$ cat src/rtl/wmcs_pkg.sv
package wmcs_pkg;

    localparam int MAX_NEURONS_DEF = 4096;
    localparam int QUEUE_DEPTH_DEF = 4;

    localparam int DATA_W      = 32;
    localparam int SUM_W       = 64;
    localparam int IN_TDATA_W  = 128;
    localparam int OUT_TDATA_W = 64;
    localparam int CFG_ADDR_W  = 3;

    // register indexes on the configuration port
    localparam logic [CFG_ADDR_W-1:0] REG_MODE       = 3'd0;
    localparam logic [CFG_ADDR_W-1:0] REG_LEAK       = 3'd1;
    localparam logic [CFG_ADDR_W-1:0] REG_REST       = 3'd2;
    localparam logic [CFG_ADDR_W-1:0] REG_EXC_REV    = 3'd3;
    localparam logic [CFG_ADDR_W-1:0] REG_INH_REV    = 3'd4;
    localparam logic [CFG_ADDR_W-1:0] REG_FIRST_STEP = 3'd5;
    localparam logic [CFG_ADDR_W-1:0] REG_LAST_STEP  = 3'd6;

    // current kinds
    localparam logic [1:0] MODE_TOTAL = 2'd0;
    localparam logic [1:0] MODE_LEAK  = 2'd1;
    localparam logic [1:0] MODE_EXC   = 2'd2;
    localparam logic [1:0] MODE_INH   = 2'd3;

    typedef struct packed {
        logic signed [DATA_W-1:0] voltage;
        logic signed [DATA_W-1:0] exc_conductance;
        logic signed [DATA_W-1:0] inh_conductance;
        logic signed [DATA_W-1:0] weight;
        logic                     take;
        logic                     last_in_step;
    } item_t;

    typedef struct packed {
        logic [1:0]               mode;
        logic [DATA_W-2:0]        leak_conductance;
        logic signed [DATA_W-1:0] rest_potential;
        logic signed [DATA_W-1:0] exc_reversal;
        logic signed [DATA_W-1:0] inh_reversal;
        logic [DATA_W-1:0]        first_step;
        logic [DATA_W-1:0]        last_step;
    } cfg_t;

endpackage

$ cat src/rtl/wmcs_queue.sv
module wmcs_queue
    import wmcs_pkg::*;
#(
    parameter int DEPTH = QUEUE_DEPTH_DEF
)
(
    input  logic  clk,
    input  logic  rst_n,
    input  logic  push,
    input  item_t push_item,
    output logic  full,
    input  logic  pop,
    output item_t head,
    output logic  head_valid
);

    localparam int PTR_W = $clog2(DEPTH);
    localparam int CNT_W = $clog2(DEPTH + 1);

    item_t            entry_reg [DEPTH];
    logic [PTR_W-1:0] wr_ptr_reg;
    logic [PTR_W-1:0] rd_ptr_reg;
    logic [CNT_W-1:0] fill_reg;

    assign full       = (fill_reg == CNT_W'(DEPTH));
    assign head_valid = (fill_reg != '0);
    assign head       = entry_reg[rd_ptr_reg];

    always_ff @(posedge clk)
    begin
        if (push)
            entry_reg[wr_ptr_reg] <= push_item;
    end

    always_ff @(posedge clk or negedge rst_n)
    begin
        if (!rst_n)
        begin
            wr_ptr_reg <= '0;
            rd_ptr_reg <= '0;
            fill_reg   <= '0;
        end
        else
        begin
            if (push)
                wr_ptr_reg <= (wr_ptr_reg == PTR_W'(DEPTH - 1)) ? '0 : wr_ptr_reg + 1'b1;
            if (pop)
                rd_ptr_reg <= (rd_ptr_reg == PTR_W'(DEPTH - 1)) ? '0 : rd_ptr_reg + 1'b1;
            if (push && !pop)
                fill_reg <= fill_reg + 1'b1;
            else if (pop && !push)
                fill_reg <= fill_reg - 1'b1;
        end
    end

endmodule

$ cat config.mk
export PLATFORM = sky130hd
export DESIGN_NAME = wmcs_queue
export DESIGN_NICKNAME = d
export VERILOG_FILES = /design/src/rtl/wmcs_pkg.sv /design/src/rtl/wmcs_queue.sv
export SDC_FILE = /design/constraint.sdc
export NUM_CORES = 1
export LEC_CHECK = 0
export BUFFER_PORTS_ARGS = -buffer_cell sky130_fd_sc_hd__buf_2
export CAP_MARGIN = 20
export CORE_MARGIN = 3
export CORE_UTILIZATION = 55
export DETAILED_ROUTE_END_ITERATION = 8
export PLACE_DENSITY_LB_ADDON = 0.05
export SYNTH_ARGS = -nofsm -noshare
export SYNTH_HDL_FRONTEND = slang
export SYNTH_SLANG_ARGS = --single-unit
export TNS_END_PERCENT = 1
$ cat constraint.sdc
create_clock -name clk -period 12.85 [get_ports clk]
set_input_delay 0.6425 -clock clk [delete_from_list [all_inputs] [get_ports clk]]
set_output_delay 0.6425 -clock clk [all_outputs]
set_load 0.05 [all_outputs]
==> flow_summary.ini <==
[worst_setup_path]
critPathMaxFanout = 35
cp_num_buf_inv = 3
r2r_cells = 5
end_kind = primary output
reg2reg_from = wr_ptr_reg[0]
cpMostUsedCell = buf_4
crit_end = head[44]
critPathTopFamily = buffers and inverters
max_stage_delay_ps = 810
worstPathRequired_ps = 12210
crit_path_cell_trace = buf_4 -> buf_4 -> mux4_2 -> buf_2
regToRegSetupSlack_ps = 9830
crit_type = register to primary output
crit_start = rd_ptr_reg[0]
worstReg2RegEnd = entry_reg[2][54]
arrival_ps = 3630
cp_num_cells = 4
critical_path.slowest_cell = dfrtp_4
start_kind = register

[detailed_routing]
drtAntennaViolNets = 0
routedWlPerCell_um = 23.3
drt_iter0_drc = 659
vias = 8446
via_per_inst = 5.58
wl_um = 35200
drc = 0
drt-pass1-iter-count = 5

[clock_network]
htree_levels = 2
cts_max_path_buffers = 3
path_clk_slew_ps = 60
clk_latency_ps = 570
root_buffer = clkbuf_16
numCtsBuffers = 51
cts_tree = done
clkSinkCount = 527

[global_routing]
grt_max_degree = 63
grt.total_usage = 0.193
overflow = 0
antenna_found_initial = 13
first_global_vias = 8779
grt_pass1_wl_um = 52900

[timing]
slew_headroom = 0.371
setup_ws_ps = 8570
post-route-period-util = 0.333
slew_violations = 0
fin_crit_ps = 4280
worstMarginPinSlew_ps = 944
hold_violations = 0
finalSetupViolCount = 0
fin_skew_ps = 19.2
finalSetupTns_ps = 0
fmax_mhz = 234
rsz0062_at_grt = no

[placement]
io_buffers = 265
gp_congestion = 0.685
place_ws_ps = 9030
dpl.hpwl_um = 21100

[power]
p_sw_frac = 0.376
pwr-share-clk = 0.241
p_leak_nw = 7.69
p_total_mw = 5.89
vdd_ir_drop_max_uv = 191
p_seq_frac = 0.390
power_switching_mw = 2.22
p_int_mw = 3.67
combPwrFrac = 0.369
power_density_mw_per_mm2 = 261

[logic_synthesis]
yosysTopAreaCellShare = 0.815
ys_top_cells_by_area = edfxtp_1 (81%), mux4_2 (15%), dfrtp_1 (0.91%)
ys_seq_area_frac = 0.824
synth_fp_nets = 858
syn-cell-area_mm2 = 0.0192
ys_seq_elements = 527
yosysWarnings = 0
ys_types = 19
syn_area_per_cell_um2 = 26.7
synth_top_area_cell = edfxtp_1
netlist_instances = 717

[final_layout]
final_util = 0.665
final_common_cell = edfxtp_1
nNetsFinal = 1160
layout_common_cells = edfxtp_1 (520), buf_2 (265), mux4_2 (130), clkbuf_16 (53), clkbuf_1 (17)
largest_register_ffs = 520
drive_gt1_frac = 0.457
area_growth_pct = 17.8

[run_status]
run_status = complete, no violations

[floorplan]
num_rows = 67
core_area_mm2 = 0.0340
die_h_um = 193
start_util = 0.565
die_x_um = 193
die-area_mm2 = 0.0371
io_pins = 266

[min_path]
hp-class = input pin to register

[run]
maxCapViolCount = 0
cell families after synthesis:
kind of cell	synth area share
xor gates and xnor gates	0.00137
adders and majority gates	0.00496
buffers and inverters	0.0118
DFF	0.824
and+or+nand+nor	0.00300
AOI/OAI and AO/OA	0.000522
muxes	0.155
worst min-delay path by stage:
stage	from	endpoint	slack, ps	cells after the start
global placement	fill_reg[2]	fill_reg[2]	460	1
finish	push_item[99]	entry_reg[1][99]	280	1
detailed placement	fill_reg[2]	fill_reg[2]	480	1
CTS	push_item[106]	entry_reg[0][106]	240	1
floorplan	rst_n	fill_reg[0]	350	0
global route	push_item[100]	entry_reg[2][100]	260	1
power by group through the flow:
stage	sequential (mW)	combinational, mW	clock [mW]
CTS	2.31	2.22	1.46
detailed placement	2.34	2.21	0
finish	2.30	2.17	1.42
floorplan	2.31	1.79	0
global placement	2.33	2.21	0
global route	2.33	2.29	1.53
routing by layer:
layer,vias up,wire length (um),part of all wire,global-route usage
li1,3723,-,-,-
met1,4383,14400,0.41,0.268
met2,250,17000,0.48,0.300
met3,76,2880,0.082,0.0589
met4,14,862,0.024,0.0628
met5,-,73,0.0021,0
stage by stage:
stage | area [um^2] | hold WS (ps) | instances
CTS | 22600 | 242 | 1506
detailed placement | 21000 | 482 | 1413
floorplan | 19200 | 347 | 717
global placement | 21000 | 463 | 1413
global route | 22600 | 257 | 1510
finish | 22600 | 281 | 1513
cell usage after synthesis:
master	n
o21ai_0	2
and2_1	4
xor2_1	2
dfrtp_1	7
buf_6	10
ha_1	6
xnor2_1	1
fa_1	1
buf_4	1
nor2_1	3
clkbuf_1	4
mux2_2	3
buf_2	15
or3_1	1
edfxtp_1	520
mux4_2	130
nand2_1	2
nor3b_1	1
inv_1	4
cell type report:
cell class / instances / area [um^2]
antenna: 7 / 17.5
clock buffer: 74 / 1450
clock inverter: 18 / 156
fill: 2211 / 11400
inverter: 4 / 15.0
multi-input combinational: 156 / 3160
sequential: 527 / 15800
tap: 448 / 561
timing repair buffer: 279 / 1430
what timing repair did:
| action | CTS | global route |
|---|---|---|
| hold buffers | 1 | 0 |
| endpoints found under the hold margin | 7 | 0 |
| setup buffers | 0 | 0 |
| gates resized for setup | 0 | 0 |
(Power assumes the default switching activity.)
