`config.mk`:
```
export PLATFORM = sky130hd
export DESIGN_NAME = wmcs_front
export DESIGN_NICKNAME = d
export VERILOG_FILES = /design/src/rtl/wmcs_pkg.sv /design/src/rtl/wmcs_front.sv
export SDC_FILE = /design/constraint.sdc
export NUM_CORES = 1
export LEC_CHECK = 0
export ABC_AREA = 1
export CAP_MARGIN = 10
export CELL_PAD_IN_SITES_DETAIL_PLACEMENT = 1
export CELL_PAD_IN_SITES_GLOBAL_PLACEMENT = 1
export CORE_AREA = 2 2 104 106
export DETAILED_ROUTE_END_ITERATION = 8
export DIE_AREA = 0 0 106 108
export DONT_BUFFER_PORTS = 1
export PLACE_DENSITY_LB_ADDON = 0.1
export SETUP_SLACK_MARGIN = 0.5
export SLEW_MARGIN = 15
export SYNTH_ARGS = -nofsm -noshare
export SYNTH_HDL_FRONTEND = slang
export SYNTH_SLANG_ARGS = --single-unit
```
`constraint.sdc`:
```
create_clock -name clk -period 1.6 [get_ports clk]
set_clock_uncertainty 0.2 [all_clocks]
set_input_delay 0.32 -clock clk [delete_from_list [all_inputs] [get_ports clk]]
set_output_delay 0.32 -clock clk [all_outputs]
set_load 0.01 [all_outputs]
```
`src/rtl/wmcs_pkg.sv`:
```
package wmcs_pkg;

    localparam int MAX_NEURONS_DEF = 4096;
    localparam int QUEUE_DEPTH_DEF = 4;

    localparam int DATA_W      = 32;
    localparam int SUM_W       = 64;
    localparam int IN_TDATA_W  = 128;
    localparam int OUT_TDATA_W = 64;
    localparam int CFG_ADDR_W  = 3;

    // register indexes on the configuration port
    localparam logic [CFG_ADDR_W-1:0] REG_MODE       = 3'd0;
    localparam logic [CFG_ADDR_W-1:0] REG_LEAK       = 3'd1;
    localparam logic [CFG_ADDR_W-1:0] REG_REST       = 3'd2;
    localparam logic [CFG_ADDR_W-1:0] REG_EXC_REV    = 3'd3;
    localparam logic [CFG_ADDR_W-1:0] REG_INH_REV    = 3'd4;
    localparam logic [CFG_ADDR_W-1:0] REG_FIRST_STEP = 3'd5;
    localparam logic [CFG_ADDR_W-1:0] REG_LAST_STEP  = 3'd6;

    // current kinds
    localparam logic [1:0] MODE_TOTAL = 2'd0;
    localparam logic [1:0] MODE_LEAK  = 2'd1;
    localparam logic [1:0] MODE_EXC   = 2'd2;
    localparam logic [1:0] MODE_INH   = 2'd3;

    typedef struct packed {
        logic signed [DATA_W-1:0] voltage;
        logic signed [DATA_W-1:0] exc_conductance;
        logic signed [DATA_W-1:0] inh_conductance;
        logic signed [DATA_W-1:0] weight;
        logic                     take;
        logic                     last_in_step;
    } item_t;

    typedef struct packed {
        logic [1:0]               mode;
        logic [DATA_W-2:0]        leak_conductance;
        logic signed [DATA_W-1:0] rest_potential;
        logic signed [DATA_W-1:0] exc_reversal;
        logic signed [DATA_W-1:0] inh_reversal;
        logic [DATA_W-1:0]        first_step;
        logic [DATA_W-1:0]        last_step;
    } cfg_t;

endpackage

```
`src/rtl/wmcs_front.sv`:
```
module wmcs_front
    import wmcs_pkg::*;
#(
    parameter int MAX_NEURONS = MAX_NEURONS_DEF
)
(
    input  logic                  clk,
    input  logic                  rst_n,
    input  logic                  s_tvalid,
    output logic                  s_tready,
    input  logic [IN_TDATA_W-1:0] s_tdata,
    input  logic                  s_tuser,
    input  logic                  s_tlast,
    input  logic                  q_full,
    output logic                  push,
    output item_t                 push_item
);

    localparam int CNT_W = $clog2(MAX_NEURONS + 1);

    logic [CNT_W-1:0] sel_cnt_reg;
    logic [CNT_W-1:0] sel_cnt_next;
    logic             take;

    assign s_tready = !q_full;
    assign push     = s_tvalid && !q_full;

    // a selected sample past the per-step limit is dropped from the sum
    assign take = s_tuser && (sel_cnt_reg < CNT_W'(MAX_NEURONS));

    always_comb
    begin
        push_item.voltage         = $signed(s_tdata[31:0]);
        push_item.exc_conductance = $signed(s_tdata[63:32]);
        push_item.inh_conductance = $signed(s_tdata[95:64]);
        push_item.weight          = $signed(s_tdata[127:96]);
        push_item.take            = take;
        push_item.last_in_step    = s_tlast;
    end

    always_comb
    begin
        sel_cnt_next = sel_cnt_reg;
        if (push)
        begin
            if (s_tlast)
                sel_cnt_next = '0;
            else if (take)
                sel_cnt_next = sel_cnt_reg + 1'b1;
        end
    end

    always_ff @(posedge clk or negedge rst_n)
    begin
        if (!rst_n)
            sel_cnt_reg <= '0;
        else
            sel_cnt_reg <= sel_cnt_next;
    end

endmodule

```
==> results.tsv <==
metric	value	unit
status	finished with violations	
failing checks	hold timing	
layout cell share with drive strength beyond 1	33.61	%
port bufs	0	
Clock Power Share	36.7	%
via/cell ratio	3.488	
crit share post-route	87.74	%
Initial Utilization	17.52	%
vias in the first global route	1069	
kind of critical path	register to register	
clock buffer depth	2	
Rows	37	
ANT cells	0	
Sw Ratio	30.38	%
max-cap viol count	0	
num ports	266	
CTS tree	built	
Cell Chain, Critical Path	nand2_1 -> nor3_4 -> nand3_1 -> a21boi_1	
chip width	106	um
Clock transition at path regs	60	ps
Final min period	1404	ps
clock sink count	13	
core area	10230	sq um
YS warnings	0	
Slew @ Worst Pin	696.4	ps
Total Routing Usage GR	6.589	%
Area contributors post-synth	buf_4, dfrtp_1, nand2_1	
Final setup viols	0	
Seq/Total Area, Yosys	18.14	%
crit-path max FO	6	
Syn Area/Cell	7.502	sq um
post-synth design cell area	1793	sq um
Unique masters post-synth	20	
syn_nets	374	
final hold vios	13	
HP Class	input pin to asynchronous set/reset pin	
wire length per cell	13.72	um
Peak VDD IR	0.1390	mV
Top FF cell, synth	dfrtp_1	
WP buf/inv	0	
critical path arrival	1380	ps
pwr dens	693.6	nW/um^2
Synth top area share	54.85	%
CP top delay family	simple AND/OR/NAND/NOR gates	
die area	11450	sq um
DR DRC count	0	
worst hold margin	-21.93	ps
largest net degree at the start of global routing	14	
Max transition margin	53.57	%
Die H	108	um
Setup TNS Final	0	ps
number of H-tree levels	1	
top post-synthesis cells by count	buf_4, nand2_1, inv_1	
CP endpoint kind	register	
NetSw	260.8	uW
RSZ-0062 raised after global routing	true	
fmax	0.7124	GHz
Routed WL	3540	um
Syn Inst Count	239	
critical path's largest stage delay	470	ps
number of detailed-route iterations in the first pass	4	
post-layout util	12.09	%
CP max-delay cell	dfrtp_1	
cell with the most instances after synthesis	buf_4	
leakage	0.4891	nW
Seq cells post-synth	13	
asr flop ratio synth	100.0	%
internal power	597.5	uW
register share of total power	43.8	%
Fillers	1210	
CTS root buf	clkbuf_8	
nets	258	
vias post-DR	900	
1st-iter DRT viols	29	
cell taking the most area after synthesis	buf_4	
Post-synth EDFFs	0	
max reg flops	13	
GP Congestion	0.6367	
DRT antenna net count	0	
Comb pwr share	19.5	%
Clock Latency Late Sink	250	ps
gr ovfl total	0	
initial antenna violation count	0	
Layout area overhead	-30.98	%
CP required	1580	ps
CTS Buf Count	3	
CP startpoint kind	register	
Max Slew Vio Count	0	
global-route wire length before repair	5740	um
HPWL Detailed	2461	um
==> logic make-up (layout without fill, tap and decap cells) <==
logic type | Yosys count | in the layout | share of synthesized area, %
buffers and inverters | 149 | 30 | 59.53
flip-flops | 13 | 13 | 18.14
adder cells (fa/ha/maj) | 1 | 1 | 0.6977
AND/OR/NAND/NOR | 66 | 68 | 18.70
AO/OA/AOI/OAI | 10 | 10 | 2.931
==> placed cells by master, fill, tap and decap left out <==
master | netlist | final
a21boi_1 | 1 | 1
a21oi_1 | 4 | 4
buf_4 | 131 | 7
buf_6 | 0 | 1
clkbuf_1 | 0 | 1
clkbuf_8 | 0 | 3
dfrtp_1 | 13 | 9
dfrtp_2 | 0 | 4
dlymetal6s4s_1 | 0 | 1
ha_4 | 0 | 1
inv_1 | 16 | 14
inv_2 | 1 | 1
inv_6 | 0 | 2
nand2_1 | 24 | 21
nand2_2 | 1 | 3
nand2_4 | 2 | 1
nand2_8 | 0 | 4
nand3_1 | 13 | 8
nand3_2 | 2 | 6
nand3_4 | 0 | 1
nand4_1 | 6 | 6
nor2_1 | 13 | 11
nor2_2 | 2 | 1
nor2_4 | 2 | 5
nor3_4 | 0 | 1
o21ai_1 | 4 | 5
==> per-layer routing <==
metal	GRT usage, %	up-vias	wire length (um)
met4	7.425	0	310
li1	-	380	-
met3	2.532	41	314
met1	7.177	419	1427
met5	0	-	0
met2	9.217	60	1486
==> final timing paths <==
path                            startpoint         endpoint  depth (start not counted)  slack (ps)
setup / recovery            sel_cnt_reg[7]  sel_cnt_reg[12]                          4         200
hold / removal                       rst_n   sel_cnt_reg[5]                          1         -20
setup reg to reg            sel_cnt_reg[7]  sel_cnt_reg[12]                          4         200
hold reg to reg            sel_cnt_reg[12]  sel_cnt_reg[12]                          2         370
max in group asynchronous            rst_n   sel_cnt_reg[3]                          1         730
min in group clk                   s_tlast   sel_cnt_reg[0]                          3         160
==> area by class of cell <==
cell class / instances / area (sq um) / share of cell area, %
clock buffer: 4 / 45.04 / 3.640
inverter: 17 / 73.82 / 5.966
tap: 136 / 170.2 / 13.75
sequential: 13 / 330.3 / 26.69
timing repair buffer: 9 / 76.32 / 6.168
multi-input combinational: 79 / 541.8 / 43.78
==> power groups by stage <==
stage / clock [mW] / combinational (mW) / sequential (mW)
2_1_floorplan: 0 / 0.415 / 0.373
3_3_place_gp: 0 / 0.0987 / 0.376
3_5_place_dp: 0 / 0.0968 / 0.377
4_1_cts: 0.326 / 0.163 / 0.374
5_1_grt: 0.343 / 0.191 / 0.380
6_report: 0.315 / 0.167 / 0.376
==> stage by stage <==
step | std cells | instance area, sq um | worst slack [ps] | hold WS [ps] | total power, mW
4_1_cts | 258 | 1217 | 202.9 | 166.1 | 0.8637
3_5_place_dp | 246 | 1030 | 130.8 | -174.9 | 0.4735
6_report | 258 | 1237 | 196.2 | -21.93 | 0.8582
5_1_grt | 258 | 1237 | 88.23 | 56.58 | 0.9142
2_1_floorplan | 239 | 1844 | 303.3 | -175.6 | 0.7879
3_3_place_gp | 246 | 1030 | 112.1 | -175.0 | 0.4750
==> repair_timing <==
action	CTS	global route
buffers inserted	5	0
gates resized for setup	17	7
setup endpoints to repair	14	27
hold buffers	1	0
gates cloned	2	0
endpoints found under the hold margin	13	0
pin swaps	7	4
Power figures use the tool's default switching activity.
